## src/hw/rtl/deq_pkg.sv

```systemverilog
// ----------------------------------------------------------------------------
// deq_pkg
// Request and status codes shared by the double-ended queue modules.
// ----------------------------------------------------------------------------
package deq_pkg;

   localparam int REQ_TYPE_W   = 2;
   localparam int WORD_W       = 32;
   localparam int STATUS_W     = 2;
   localparam int OCCUPANCY_W  = 5;

   // request codes
   localparam logic [REQ_TYPE_W-1:0] REQ_PUSH_FRONT = 2'd0;
   localparam logic [REQ_TYPE_W-1:0] REQ_PUSH_REAR  = 2'd1;
   localparam logic [REQ_TYPE_W-1:0] REQ_POP_FRONT  = 2'd2;
   localparam logic [REQ_TYPE_W-1:0] REQ_POP_REAR   = 2'd3;

   // status codes
   localparam logic [STATUS_W-1:0] ST_DONE  = 2'd0;
   localparam logic [STATUS_W-1:0] ST_EMPTY = 2'd1;
   localparam logic [STATUS_W-1:0] ST_FULL  = 2'd2;

   typedef logic [REQ_TYPE_W-1:0]    req_code_type;
   typedef logic signed [WORD_W-1:0] word_type;
   typedef logic [STATUS_W-1:0]      status_code_type;
   typedef logic [OCCUPANCY_W-1:0]   occupancy_type;

endpackage

```

## src/hw/rtl/deq_if.sv

```systemverilog
// ----------------------------------------------------------------------------
// deq_req_if / deq_rsp_if
// Valid/ready channels carrying deque requests and their results.
// ----------------------------------------------------------------------------
interface deq_req_if;
   import deq_pkg::*;

   logic         valid;
   logic         ready;
   req_code_type req_type;
   word_type     push_value;

   modport source (output valid, output req_type, output push_value, input ready);
   modport sink   (input valid, input req_type, input push_value, output ready);
endinterface

interface deq_rsp_if;
   import deq_pkg::*;

   logic            valid;
   logic            ready;
   word_type        pop_value;
   status_code_type status;
   occupancy_type   occupancy;

   modport source (output valid, output pop_value, output status, output occupancy,
                   input ready);
   modport sink   (input valid, input pop_value, input status, input occupancy,
                   output ready);
endinterface

```

## src/hw/rtl/deq_ram.sv

```systemverilog
// ----------------------------------------------------------------------------
// deq_ram
// Simple dual-port RAM: one write port, one read port with registered data.
// ----------------------------------------------------------------------------
module deq_ram #(
   parameter int WIDTH = 32,
   parameter int DEPTH = 16
) (
   input  logic                     clock,
   input  logic                     we,
   input  logic [$clog2(DEPTH)-1:0] waddr,
   input  logic [WIDTH-1:0]         wdata,
   input  logic                     re,
   input  logic [$clog2(DEPTH)-1:0] raddr,
   output logic [WIDTH-1:0]         rdata
);
   logic [WIDTH-1:0] mem_ff [DEPTH];
   logic [WIDTH-1:0] rdata_ff;

   always_ff @(posedge clock) begin
      if (we) begin
         mem_ff[waddr] <= wdata;
      end
      if (re) begin
         rdata_ff <= mem_ff[raddr];
      end
   end

   assign rdata = rdata_ff;
endmodule

```

## src/hw/rtl/deq_ctrl.sv

```systemverilog
// ----------------------------------------------------------------------------
// deq_ctrl
// Handshake controller: takes one request, then holds the result beat.
// ----------------------------------------------------------------------------
module deq_ctrl (
   input  logic clock,
   input  logic reset,
   input  logic req_valid,
   input  logic rsp_ready,
   output logic req_ready,
   output logic rsp_valid,
   output logic take
);
   localparam logic S_IDLE = 1'b0;
   localparam logic S_SEND = 1'b1;

   logic state_ff;
   logic state_in;

   always_comb begin
      state_in = state_ff;
      unique case (state_ff)
         S_IDLE: begin
            if (req_valid) begin
               state_in = S_SEND;
            end
         end
         S_SEND: begin
            if (rsp_ready) begin
               state_in = S_IDLE;
            end
         end
         default: state_in = S_IDLE;
      endcase
   end

   always_ff @(posedge clock) begin
      if (reset) begin
         state_ff <= S_IDLE;
      end else begin
         state_ff <= state_in;
      end
   end

   assign req_ready = (state_ff == S_IDLE);
   assign rsp_valid = (state_ff == S_SEND);
   assign take      = req_valid && req_ready;

   a_take_then_send: assert property (@(posedge clock) disable iff (reset)
      take |=> rsp_valid)
      else $error("result beat not raised after request");

   a_send_from_take: assert property (@(posedge clock) disable iff (reset)
      $rose(rsp_valid) |-> $past(take))
      else $error("result beat without request");

   a_one_in_flight: assert property (@(posedge clock) disable iff (reset)
      rsp_valid |-> !take)
      else $error("request taken while result pending");
endmodule

```

## src/hw/rtl/deq_datapath.sv

```systemverilog
// ----------------------------------------------------------------------------
// deq_datapath
// Head, tail and count registers around the circular word store.
// ----------------------------------------------------------------------------
module deq_datapath #(
   parameter int DEPTH = 16
) (
   input  logic                     clock,
   input  logic                     reset,
   input  logic                     take,
   input  deq_pkg::req_code_type    req_type,
   input  deq_pkg::word_type        push_value,
   output deq_pkg::word_type        pop_value,
   output deq_pkg::status_code_type status,
   output deq_pkg::occupancy_type   occupancy
);
   import deq_pkg::*;

   localparam int IDX_W = $clog2(DEPTH);
   localparam int CNT_W = $clog2(DEPTH + 1);
   localparam logic [IDX_W-1:0] LAST_IDX  = IDX_W'(DEPTH - 1);
   localparam logic [CNT_W-1:0] FULL_CNT  = CNT_W'(DEPTH);

   logic [IDX_W-1:0] head_ff, head_in;
   logic [IDX_W-1:0] tail_ff, tail_in;
   logic [CNT_W-1:0] count_ff, count_in;
   status_code_type  status_ff, status_in;
   logic             pop_ok_ff, pop_ok_in;

   logic             full, empty;
   logic [IDX_W-1:0] head_prev, head_next, tail_prev, tail_next;
   logic             ram_we, ram_re;
   logic [IDX_W-1:0] ram_waddr, ram_raddr;
   logic [WORD_W-1:0] ram_rdata;

   assign full  = (count_ff == FULL_CNT);
   assign empty = (count_ff == '0);

   // wrap explicitly so any depth works, not only powers of two
   assign head_prev = (head_ff == '0) ? LAST_IDX : head_ff - 1'b1;
   assign head_next = (head_ff == LAST_IDX) ? '0 : head_ff + 1'b1;
   assign tail_prev = (tail_ff == '0) ? LAST_IDX : tail_ff - 1'b1;
   assign tail_next = (tail_ff == LAST_IDX) ? '0 : tail_ff + 1'b1;

   always_comb begin
      head_in   = head_ff;
      tail_in   = tail_ff;
      count_in  = count_ff;
      status_in = status_ff;
      pop_ok_in = pop_ok_ff;
      ram_we    = 1'b0;
      ram_re    = 1'b0;
      ram_waddr = head_prev;
      ram_raddr = head_ff;
      if (take) begin
         status_in = ST_DONE;
         pop_ok_in = 1'b0;
         unique case (req_type)
            REQ_PUSH_FRONT: begin
               if (full) begin
                  status_in = ST_FULL;
               end else begin
                  head_in   = head_prev;
                  ram_we    = 1'b1;
                  ram_waddr = head_prev;
                  count_in  = count_ff + 1'b1;
               end
            end
            REQ_PUSH_REAR: begin
               if (full) begin
                  status_in = ST_FULL;
               end else begin
                  tail_in   = tail_next;
                  ram_we    = 1'b1;
                  ram_waddr = tail_ff;
                  count_in  = count_ff + 1'b1;
               end
            end
            REQ_POP_FRONT: begin
               if (empty) begin
                  status_in = ST_EMPTY;
               end else begin
                  head_in   = head_next;
                  ram_re    = 1'b1;
                  ram_raddr = head_ff;
                  pop_ok_in = 1'b1;
                  count_in  = count_ff - 1'b1;
               end
            end
            REQ_POP_REAR: begin
               if (empty) begin
                  status_in = ST_EMPTY;
               end else begin
                  tail_in   = tail_prev;
                  ram_re    = 1'b1;
                  ram_raddr = tail_prev;
                  pop_ok_in = 1'b1;
                  count_in  = count_ff - 1'b1;
               end
            end
            default: status_in = ST_DONE;
         endcase
      end
   end

   always_ff @(posedge clock) begin
      if (reset) begin
         head_ff   <= '0;
         tail_ff   <= '0;
         count_ff  <= '0;
         pop_ok_ff <= 1'b0;
      end else begin
         head_ff   <= head_in;
         tail_ff   <= tail_in;
         count_ff  <= count_in;
         pop_ok_ff <= pop_ok_in;
      end
      status_ff <= status_in;
   end

   deq_ram #(
      .WIDTH (WORD_W),
      .DEPTH (DEPTH)
   ) u_store (
      .clock (clock),
      .we    (ram_we),
      .waddr (ram_waddr),
      .wdata (push_value),
      .re    (ram_re),
      .raddr (ram_raddr),
      .rdata (ram_rdata)
   );

   // read data stays in the ram output register until the next pop
   assign pop_value = pop_ok_ff ? word_type'(ram_rdata) : '0;
   assign status    = status_ff;
   assign occupancy = OCCUPANCY_W'(count_ff);

   a_count_bound: assert property (@(posedge clock) disable iff (reset)
      count_ff <= FULL_CNT)
      else $error("count beyond depth");

   a_full_push_frozen: assert property (@(posedge clock) disable iff (reset)
      take && full && !req_type[1] |=> $stable(count_ff) && status_ff == ST_FULL)
      else $error("push into full deque changed state");

   a_empty_pop_frozen: assert property (@(posedge clock) disable iff (reset)
      take && empty && req_type[1] |=> $stable(count_ff) && !pop_ok_ff)
      else $error("pop from empty deque changed state");
endmodule

```

## src/hw/rtl/double_ended_queue.sv

```systemverilog
// ----------------------------------------------------------------------------
// double_ended_queue
// Bounded deque of signed 32-bit words kept in a circular store.
// ----------------------------------------------------------------------------
// Usage:
//   req_ch carries one request per beat: req_type selects push front, push
//   rear, pop front or pop rear; push_value is used by pushes only.
//   rsp_ch returns exactly one beat per request with pop_value (the removed
//   word, zero unless a pop succeeded), status (done, empty on pop, full on
//   push) and occupancy (words held after the request, low five bits).
//   A push into a full deque or a pop from an empty one changes nothing.
// Timing:
//   a request is taken while the block is idle; its result is valid on the
//   next cycle, read straight from the store's registered read port. The
//   next request is taken in the cycle after the result beat, so a new request
//   is never taken while a result is still pending.
// Reset and stalls:
//   reset empties the deque (head, tail and count to zero); store contents
//   are not cleared. While rsp_ch.ready is low the result beat is held and
//   req_ch.ready stays low.
// ----------------------------------------------------------------------------
module double_ended_queue #(
   parameter int DEPTH = 16
) (
   input logic      clock,
   input logic      reset,
   deq_req_if.sink   req_ch,
   deq_rsp_if.source rsp_ch
);
   import deq_pkg::*;

   logic take;

   deq_ctrl u_ctrl (
      .clock     (clock),
      .reset     (reset),
      .req_valid (req_ch.valid),
      .rsp_ready (rsp_ch.ready),
      .req_ready (req_ch.ready),
      .rsp_valid (rsp_ch.valid),
      .take      (take)
   );

   deq_datapath #(
      .DEPTH (DEPTH)
   ) u_datapath (
      .clock      (clock),
      .reset      (reset),
      .take       (take),
      .req_type   (req_ch.req_type),
      .push_value (req_ch.push_value),
      .pop_value  (rsp_ch.pop_value),
      .status     (rsp_ch.status),
      .occupancy  (rsp_ch.occupancy)
   );
endmodule

```

## src/flat_wrapper.sv

```systemverilog
// flat-port wrapper written by rule: the top's interface ports become plain ports
module double_ended_queue_flat import deq_pkg::*;
#(
   parameter int DEPTH = 16
)
  (clock, reset, req_ch_valid, req_ch_req_type, req_ch_push_value, req_ch_ready, rsp_ch_valid, rsp_ch_pop_value, rsp_ch_status, rsp_ch_occupancy, rsp_ch_ready);
  deq_req_if req_ch_i ();
  deq_rsp_if rsp_ch_i ();
  input logic clock;
  input logic reset;
  input wire logic [$bits(req_ch_i.valid)-1:0] req_ch_valid;
  input wire logic [$bits(req_ch_i.req_type)-1:0] req_ch_req_type;
  input wire logic [$bits(req_ch_i.push_value)-1:0] req_ch_push_value;
  output wire logic [$bits(req_ch_i.ready)-1:0] req_ch_ready;
  output wire logic [$bits(rsp_ch_i.valid)-1:0] rsp_ch_valid;
  output wire logic [$bits(rsp_ch_i.pop_value)-1:0] rsp_ch_pop_value;
  output wire logic [$bits(rsp_ch_i.status)-1:0] rsp_ch_status;
  output wire logic [$bits(rsp_ch_i.occupancy)-1:0] rsp_ch_occupancy;
  input wire logic [$bits(rsp_ch_i.ready)-1:0] rsp_ch_ready;
  assign req_ch_i.valid = req_ch_valid;
  assign req_ch_i.req_type = req_ch_req_type;
  assign req_ch_i.push_value = req_ch_push_value;
  assign req_ch_ready = req_ch_i.ready;
  assign rsp_ch_valid = rsp_ch_i.valid;
  assign rsp_ch_pop_value = rsp_ch_i.pop_value;
  assign rsp_ch_status = rsp_ch_i.status;
  assign rsp_ch_occupancy = rsp_ch_i.occupancy;
  assign rsp_ch_i.ready = rsp_ch_ready;
  double_ended_queue #(.DEPTH(DEPTH)) u_core (.clock(clock), .reset(reset), .req_ch(req_ch_i), .rsp_ch(rsp_ch_i));
endmodule
```

## config.mk

```make
export PLATFORM = sky130hd
export DESIGN_NAME = double_ended_queue_flat
export DESIGN_NICKNAME = d
export VERILOG_FILES = /design/src/hw/rtl/deq_pkg.sv /design/src/hw/rtl/deq_if.sv /design/src/hw/rtl/deq_ram.sv /design/src/hw/rtl/deq_ctrl.sv /design/src/hw/rtl/deq_datapath.sv /design/src/hw/rtl/double_ended_queue.sv /design/src/flat_wrapper.sv
export SDC_FILE = /design/constraint.sdc
export NUM_CORES = 1
export LEC_CHECK = 0
export BUFFER_PORTS_ARGS = -buffer_cell sky130_fd_sc_hd__buf_2
export CORE_MARGIN = 4
export CORE_UTILIZATION = 28
export CTS_BUF_LIST = sky130_fd_sc_hd__clkbuf_2
export CTS_CLUSTER_SIZE = 28
export DETAILED_ROUTE_END_ITERATION = 8
export PLACE_DENSITY = 0.45
export SETUP_SLACK_MARGIN = 0.5
export SLEW_MARGIN = 25
export SYNTH_ARGS = -nofsm -noshare
export SYNTH_HDL_FRONTEND = slang
export SYNTH_SLANG_ARGS = --single-unit
```

## constraint.sdc

```tcl
create_clock -name clock -period 7.1 [get_ports clock]
set_input_delay 0.71 -clock clock [delete_from_list [all_inputs] [get_ports clock]]
set_output_delay 0.71 -clock clock [all_outputs]
set_load 0.02 [all_outputs]
```

======== Yosys cells after proc, flatten, opt, wreduce, memory -nomap -nowiden ========
Memories as Yosys holds them, arrays and structs flattened. A register that Yosys moved wholly into a read port is not among the register bits.
Index checks and enable logic that the tools add are counted.
W data, S select, Z words.
operators by class
  eq/ne operators ......................... 12
  bitwise operators ....................... 1
  multiplexer cells ....................... 34
  add/sub/neg operators ................... 6
  reductions and logical operators ........ 12
operators by type and width
  operator               number
  $mux W4                14
  $mux W32               1
  $pmux W4 S2            2
  $ne A2 B2 Y1 const B   6
  $mux W1                11
  $mux W5                2
  $pmux W5 S2            1
  $add A4 B1 Y4 const B  2
  $eq A4 B4 Y1 const B   2
  $logic_not A4 Y1       2
  $reduce_and A4 Y1      2
  $sub A4 B1 Y4 const B  2
  $add A5 B1 Y5 const B  1
  $eq A5 B5 Y1 const B   1
  $logic_not A5 Y1       1
  $sub A5 B1 Y5 const B  1
  $eq A2 B2 Y1 const B   2
  $pmux W2 S2            1
  $reduce_bool A2 Y1     2
  $reduce_or A2 Y1       2
  $reduce_and A3 Y1      1
  $eq A2 B1 Y1 const B   1
  $logic_not A2 Y1       1
  $mux W2                1
  other kinds (3)        3
word-level totals
  RAM bits ................................ 512
  memories ................................ 1
  word-level logic and storage cells ...... 72
  input port bits ......................... 38
  output and inout port bits .............. 41
  bits in registers ....................... 17
memories
  name                              depth  bits a word  read ports  clocked after Yosys merged registers in  write ports  line           source
  u_core.u_datapath.u_store.mem_ff  16     32           1           1                                        1            deq_ram.sv:17  logic [WIDTH-1:0] mem_ff [DEPTH];

======== Logic depth before layout (Yosys ltp) ========
Gate-level depths: netlist of run 1.
  depth in word-level cells ............... 6
  depth in mapped cells ................... 12
  mapped depth without buffers ............ 8

======== By module ========
Synthesis of run 1 repeated with hierarchy kept, for this count alone.
second synthesis, totals
  cell total of the unflattened synthesis .. 1021
  area, all modules ....................... 21581.9 µm²
modules (own cells, without submodules)
  module        cells each  area each (µm²)  times used  sequential area each (µm²)
  deq_ram       838         20155.6          1           16335.7
  deq_datapath  178         1380.1           1           340.3
  deq_ctrl      5           46.3             1           20.0

======== Worst setup path after synthesis of run 1 ========
No wires, ideal clock.
  path type ............................... reg2reg
  start ................................... register u_core.u_datapath.head_ff[1]
  end ..................................... memory u_core.u_datapath.u_store.mem_ff[6][0], enable pin
  setup time .............................. 0.421 ns
  data arrival time ....................... 3.587 ns
  path slack .............................. 3.092 ns
  period minus slack after synthesis ...... 4.008 ns
  path buffers ............................ 2
  cell stages (with the launch flop) ...... 11
  cell sequence ........................... dfxtp_1 -> clkbuf_1 -> clkinv_1 -> clkbuf_1 -> ha_1 -> o21bai_1 -> a31oi_1 -> nand2_1 -> o32ai_1 -> nand2_1 -> nor2_1
between the ends
  cells in the longest elaborated chain, start to end .. 5
ends and longest elaborated chain
  what                                                      line                 source
  start, declared                                           deq_datapath.sv:24   logic [IDX_W-1:0] head_ff, head_in;
  start signal, assigned                                    deq_datapath.sv:113  head_ff <= head_in;
  $sub A4 B1 Y4 / $logic_not A4 Y1 (equally long branches)  deq_datapath.sv:40   assign head_prev = (head_ff == '0) ? LAST_IDX : head_ff - 1'b1;
  $mux W4 *                                                 deq_datapath.sv:40
  $mux W4                                                   deq_datapath.sv:70   if (full) begin
  $mux W4                                                   -
  $mux W4 *                                                 deq_datapath.sv:55   if (take) begin
  end, declared                                             deq_ram.sv:17
Mark *: on every way between the ends. The rest lies on a longest branch, timed or not.

======== Worst setup path in the final report of run 1 ========
  start ................................... register u_core.u_datapath.head_ff[0]
  end ..................................... memory u_core.u_datapath.u_store.mem_ff[13][23], enable pin
The elaborated chain is that of the path after synthesis.

==> results of run 1 <==
==> flip-flops by register name, indices dropped and copies added, names as in the netlist <==
signal / count
u_core.u_datapath.head_ff: 4
u_core.u_datapath.u_store.rdata: 32
u_core.u_ctrl.rsp_valid: 1
u_core.u_datapath.u_store.mem_ff: 512
u_core.u_datapath.pop_ok_ff: 1
u_core.u_datapath.occupancy: 5
u_core.u_datapath.status: 2
u_core.u_datapath.tail_ff: 4
==> final cells by class <==
cell class	count	area (sq um)
fill	9525	65900
sequential	561	16700
multi-input combinational	1105	9780
tap	1276	1600
timing repair buffer	157	1120
clock buffer	220	1100
clock inverter	40	297
inverter	13	53.8
antenna	1	2.50
==> path summary, 6_finish.rpt <==
check / cells past startpoint / end / slack, ns / from
max: 8 / u_core.u_datapath.u_store.mem_ff[13][23] / 2.59 / u_core.u_datapath.head_ff[0]
min: 2 / u_core.u_datapath.u_store.mem_ff[10][2] / 0.30 / req_ch_push_value[2]
max reg2reg: 8 / u_core.u_datapath.u_store.mem_ff[13][23] / 2.59 / u_core.u_datapath.head_ff[0]
min reg2reg: 2 / u_core.u_datapath.occupancy[2] / 0.57 / u_core.u_datapath.occupancy[2]
==> metal layers <==
metal	up-vias	global-route usage, %	routed length (microns)
met5	-	0	0
met3	181	3.11	4770
met4	0	6.22	2320
met1	9717	21.5	37100
li1	8101	-	-
met2	705	28.0	42700
==> repair_timing <==
item,CTS,global route
endpoints found under the setup margin,0,0
hold buffers,40,0
hold endpoints to repair,534,0
==> cells by family after synthesis <==
family | share of synthesized area (%)
AO/OA/AOI/OAI | 11.7
adder cells (fa/ha/maj) | 0.396
multiplexers | 12.1
AND/OR/NAND/NOR | 10.8
XOR/XNOR | 0.322
flip-flops | 61.4
buffers and inverters | 3.29
==> metrics by stage <==
step | area, sq um | cells | hold WS [ns] | worst slack [ns] | utilization, %
after floorplan | 27200 | 1870 | 0.522 | 3.09 | -
after global placement | 28900 | 3072 | 0.476 | 2.04 | 29.9
after detailed placement | 28900 | 3072 | 0.488 | 2.56 | 29.9
after CTS | 30700 | 3372 | 0.0627 | 2.56 | 31.7
after global routing | 30700 | 3373 | 0.112 | 2.35 | 31.8
final | 30700 | 3373 | 0.296 | 2.59 | 31.8
==> worst max-delay path: stages, from the launching register on <==
cell and delay (ns):
dfxtp_4 0.84, clkinv_4 0.73, ha_1 0.52, o21bai_1 0.17, a31oi_1 0.38, nor2_1 0.09
a32oi_1 0.71, nor2_4 0.30, buf_4 0.36
==> where the power goes <==
group | internal [W] | switching, W
clock network | 0.000978 | 0.00139
registers | 0.00373 | 0.0000860
logic | 0.000433 | 0.000842
==> cells in the mapped netlist (all sizes together) (4+ instances only) <==
| library cell | number |
|---|---|
| clkbuf | 134 |
| nand3 | 33 |
| xnor2 | 8 |
| and2 | 157 |
| dfxtp | 15 |
| a211oi | 4 |
| or3 | 4 |
| o22a | 31 |
| nor2 | 30 |
| buf | 57 |
| a2111oi | 248 |
| mux4 | 128 |
| a31oi | 4 |
| ha | 7 |
| mux2i | 39 |
| nor4 | 64 |
| o21ai | 7 |
| nand2b | 5 |
| nand2 | 86 |
| edfxtp | 546 |
| inv | 11 |
| and3 | 130 |
| a21oi | 82 |
==> impl_metrics.ini, run 1 <==
[status]
status = finished clean

[sta]
fmax_mhz = 222
period_share_pct = 63.5
skew_ns = 0.141
max_slew.worst_pin.slew_ns = 0.996
setup_tns_ns = 0
final-setup-viol-count = 0
hold_viol = 0
final_max_slew_viol_count = 0
rsz0062_at_grt = no
timing.final.crit_period_ns = 4.51
relSlewSlack_pct = 33.6

[logic_synthesis]
yosysTopAreaCell = edfxtp_1
async_flop_share_pct = 0
synth-seq-cells = 561
syn_inst = 1870
synth_ff_type = edfxtp_1
synth_edf_count = 546
yosys_warnings = 0
synth_area_sq_mm = 0.0272
syn_area_per_cell_sq_um = 14.5
synth_cell_types = 62
synth_top_area_share_pct = 60.3
syn-num-nets = 1916
synth_area_leaders = edfxtp_1 60%, mux4_2 11%, a2111oi_0 8.0%
synth_seq_area_share_pct = 61.4

[clocking]
cts_sinks = 561
cts_tree = done
htree_levels = 4
clock_latency_ns = 1.34
clock_path_buffers = 3
post_cts_resized = 0
cts_root_buf = clkbuf_2
cts_made_buffers = 151
cts_setup_buffers = 0
clkTransAtPathRegs_ns = 0.11

[final_layout]
final_common_cell = edfxtp_1
fin_nets = 2035
drive_above_1_share_pct = 24.9
layout_common_cells = 546 x edfxtp_1, 248 x a2111oi_0, 220 x clkbuf_2
area_growth_pct = 12.8

[floorplanning]
ios = 79
core_area_sq_mm = 0.0966
die_w_microns = 320
die_area_sq_mm = 0.102
die_h_microns = 320
initial_core_util_pct = 28.2
row_count = 114

[pwr]
p_per_area_mw_per_mm2 = 243
p_total_w = 0.00746
p_leak_nw = 10.2
irDropWorstVdd_mv = 0.109

[routing]
postRouteAntennaNets = 0
drt-wirelength-per-cell_microns = 25.8
drcViolationCount = 0
dr.pass1.iters = 5
num_vias = 18704
routed_wl_mm = 86.9
via_per_inst = 5.55
drtIter0Drc = 1369

[worst_setup_path]
startpoint_type = flip-flop
crit_fanout = 70
crit_arrival_ns = 5.47
required_ns = 8.06
worstSetupPathType = flip-flop to flip-flop
endpoint_kind = flip-flop

[global_route]
overflow = 0
antenna_found_initial = 2
grt_pass1_wl_mm = 129
first_global_vias = 19822
grt_max_degree = 112
grt.total_usage_pct = 16.7

[job]
drv_cap = 0

[place]
gp_congestion = 0.739
io_buffers = 78
dp_hpwl_mm = 44.0

[min_path]
worstHoldPathType = input port to flip-flop
(Power assumes the default switching activity.)
==> run 2: changes to the inputs <==
--- a/config.mk
+++ b/config.mk
@@ -5,6 +5,7 @@
 export SDC_FILE = /design/constraint.sdc
 export NUM_CORES = 1
 export LEC_CHECK = 0
+export ABC_AREA = 1
 export BUFFER_PORTS_ARGS = -buffer_cell sky130_fd_sc_hd__buf_2
 export CORE_MARGIN = 4
 export CORE_UTILIZATION = 28
==> constraint.sdc (replaced) <==
create_clock -name clock -period 4.52 [get_ports clock]
set_input_delay 0.452 -clock clock [delete_from_list [all_inputs] [get_ports clock]]
set_output_delay 0.452 -clock clock [all_outputs]
set_load 0.02 [all_outputs]
==> impl_metrics.ini, run 2 <==
[clocking]
htree_levels = 4
cts_tree = done
cts_root_buf = clkbuf_2
clkTransAtPathRegs_ns = 0.11
cts_setup_buffers = 0
clock_path_buffers = 3
clock_latency_ns = 1.31
cts_sinks = 561
cts_made_buffers = 155

[logic_synthesis]
synth_top_area_share_pct = 67.1
syn_inst = 2256
syn-num-nets = 2302
syn_area_per_cell_sq_um = 10.8
ys_top_cells_by_count = 608 x nand2_1, 546 x edfxtp_1, 530 x nand3_1, 254 x inv_1, 88 x buf_2
yosys_warnings = 0
synth.most_common_cell = nand2_1
synth_seq_area_share_pct = 68.3
synth_area_sq_mm = 0.0245
synth_edf_count = 546
synth_area_leaders = edfxtp_1 67%, nand3_1 11%, nand2_1 9.3%
synth-seq-cells = 561
yosysTopAreaCell = edfxtp_1
synth_cell_types = 31
synth_ff_type = edfxtp_1
async_flop_share_pct = 0

[floorplanning]
ios = 79
die_w_microns = 304
die_h_microns = 304
core_area_sq_mm = 0.0868
die_area_sq_mm = 0.0921
row_count = 108
initial_core_util_pct = 28.2

[min_path]
worstHoldPathType = input port to flip-flop
worst_hold_path.num_cells = 2

[worst_setup_path]
startpoint_type = flip-flop
cp_cell_sequence = inv_1, nand2_2, inv_1, nand3_1, inv_2, nand2_2, o21ai_0, nand3_1, nor2_4, buf_4
crit_path_max_incr_delay_ns = 0.55
worstSetupPathType = flip-flop to flip-flop
cp_slowest_cell = o21ai_0
crit_cells = 10
reg2reg_depth = 10
endpoint_kind = flip-flop
required_ns = 5.38
path_delay_family = simple AND/OR/NAND/NOR gates
crit_arrival_ns = 4.29
crit_buf_inv = 4
crit_fanout = 23

[pwr]
p_total_w = 0.0112
intPower_w = 0.00782
irDropWorstVdd_mv = 0.194
p_leak_nw = 11.6
swShare_pct = 29.8
p_per_area_mw_per_mm2 = 393
combinationalPowerShare_pct = 14.5
p_seq_share_pct = 52.9
switchingPower_w = 0.00333
power.share.clock_pct = 32.6

[global_route]
first_global_vias = 17240
overflow = 0
grt.total_usage_pct = 15.5
antenna_found_initial = 1
grt_pass1_wl_mm = 107
grt_max_degree = 169

[final_layout]
instances_no_fill = 3736
final_common_cell = nand2_1
largest_register = u_core.u_datapath.u_store.mem_ff
layout_common_cells = 608 x nand2_1, 546 x edfxtp_1, 530 x nand3_1
area_growth_pct = 16.0
drive_above_1_share_pct = 15.3
final_area_sq_mm = 0.0284
fin_nets = 2516
largest_reg_flops = 512

[routing]
dr.pass1.iters = 5
num_vias = 17194
routed_wl_mm = 70.5
drtIter0Drc = 1253
drcViolationCount = 0
postRouteAntennaNets = 0
drt-wirelength-per-cell_microns = 18.9
via_per_inst = 4.60

[sta]
fmax_mhz = 292
skew_ns = 0.137
relSlewSlack_pct = 27.6
max_slew.worst_pin.slew_ns = 1.09
final_max_slew_viol_count = 0
hold_ws_ns = 0.182
timing.final.crit_period_ns = 3.42
period_share_pct = 75.7
setup_tns_ns = 0
rsz0062_at_grt = no
hold_viol = 0
final-setup-viol-count = 0

[place]
io_buffers = 78
dpl-instance-area_sq_mm = 0.0262
gp_congestion = 0.736
dp_hpwl_mm = 34.9
dp_cells = 3386

[job]
drv_cap = 0

[status]
status = finished clean
-- run 2: power by group through the flow --
| stage | clock network [W] | registers, W | logic [W] |
|---|---|---|---|
| 2_1_floorplan | 0 | 0.00601 | 0.00103 |
| 3_3_place_gp | 0 | 0.00602 | 0.00156 |
| 3_5_place_dp | 0 | 0.00602 | 0.00158 |
| 4_1_cts | 0.00382 | 0.00590 | 0.00165 |
| 5_1_grt | 0.00412 | 0.00591 | 0.00180 |
| 6_report | 0.00363 | 0.00590 | 0.00162 |
-- run 2: final cells by class --
class	instances	area, sq um
Antenna cell	1	2.50
Tap cell	1155	1450
Fill cell	8988	58400
Inverter	256	963
Multi-Input combinational cell	1301	6210
Clock inverter	31	209
Timing Repair Buffer	195	1660
Sequential cell	561	16700
Clock buffer	236	1180
-- run 2: cells by family (layout without fill, tap and decap cells) --
kind of cell / count (synthesis) / count (layout) / synth area share, %
adders and majority gates: 8 / 8 / 0.440
AOI/OAI and AO/OA: 47 / 47 / 1.08
buffers and inverters: 394 / 718 / 7.03
and+or+nand+nor: 1239 / 1239 / 22.9
other: 0 / 1 / 0
xor gates and xnor gates: 7 / 7 / 0.251
DFF: 561 / 561 / 68.3
-- run 2: layer usage --
| layer | wire length (microns) | GRT usage (%) |
|---|---|---|
| met1 | 31400 | 20.2 |
| met5 | 0 | 0 |
| met4 | 1590 | 5.16 |
| met3 | 3720 | 3.62 |
| met2 | 33800 | 25.4 |
-- run 2: final timing paths --
kind              slack (ns)                            from                                 endpoint
setup / recovery        1.10         u_core.u_ctrl.rsp_valid  u_core.u_datapath.u_store.mem_ff[3][16]
hold / removal          0.18           req_ch_push_value[17]  u_core.u_datapath.u_store.mem_ff[1][17]
setup reg to reg        1.10         u_core.u_ctrl.rsp_valid  u_core.u_datapath.u_store.mem_ff[3][16]
hold reg to reg         0.54  u_core.u_datapath.occupancy[0]           u_core.u_datapath.occupancy[0]
-- run 2: what timing repair did --
item                      in CTS  in global routing
hold buffers                  82                  0
resized for setup              0                  0
hold endpoints to repair     562                  0
-- run 2: metrics by stage --
step	util (%)	setup slack (ns)
2_1_floorplan	-	0.160
3_3_place_gp	30.1	1.15
3_5_place_dp	30.2	1.08
4_1_cts	32.7	0.900
5_1_grt	32.7	0.815
6_report	32.7	1.10
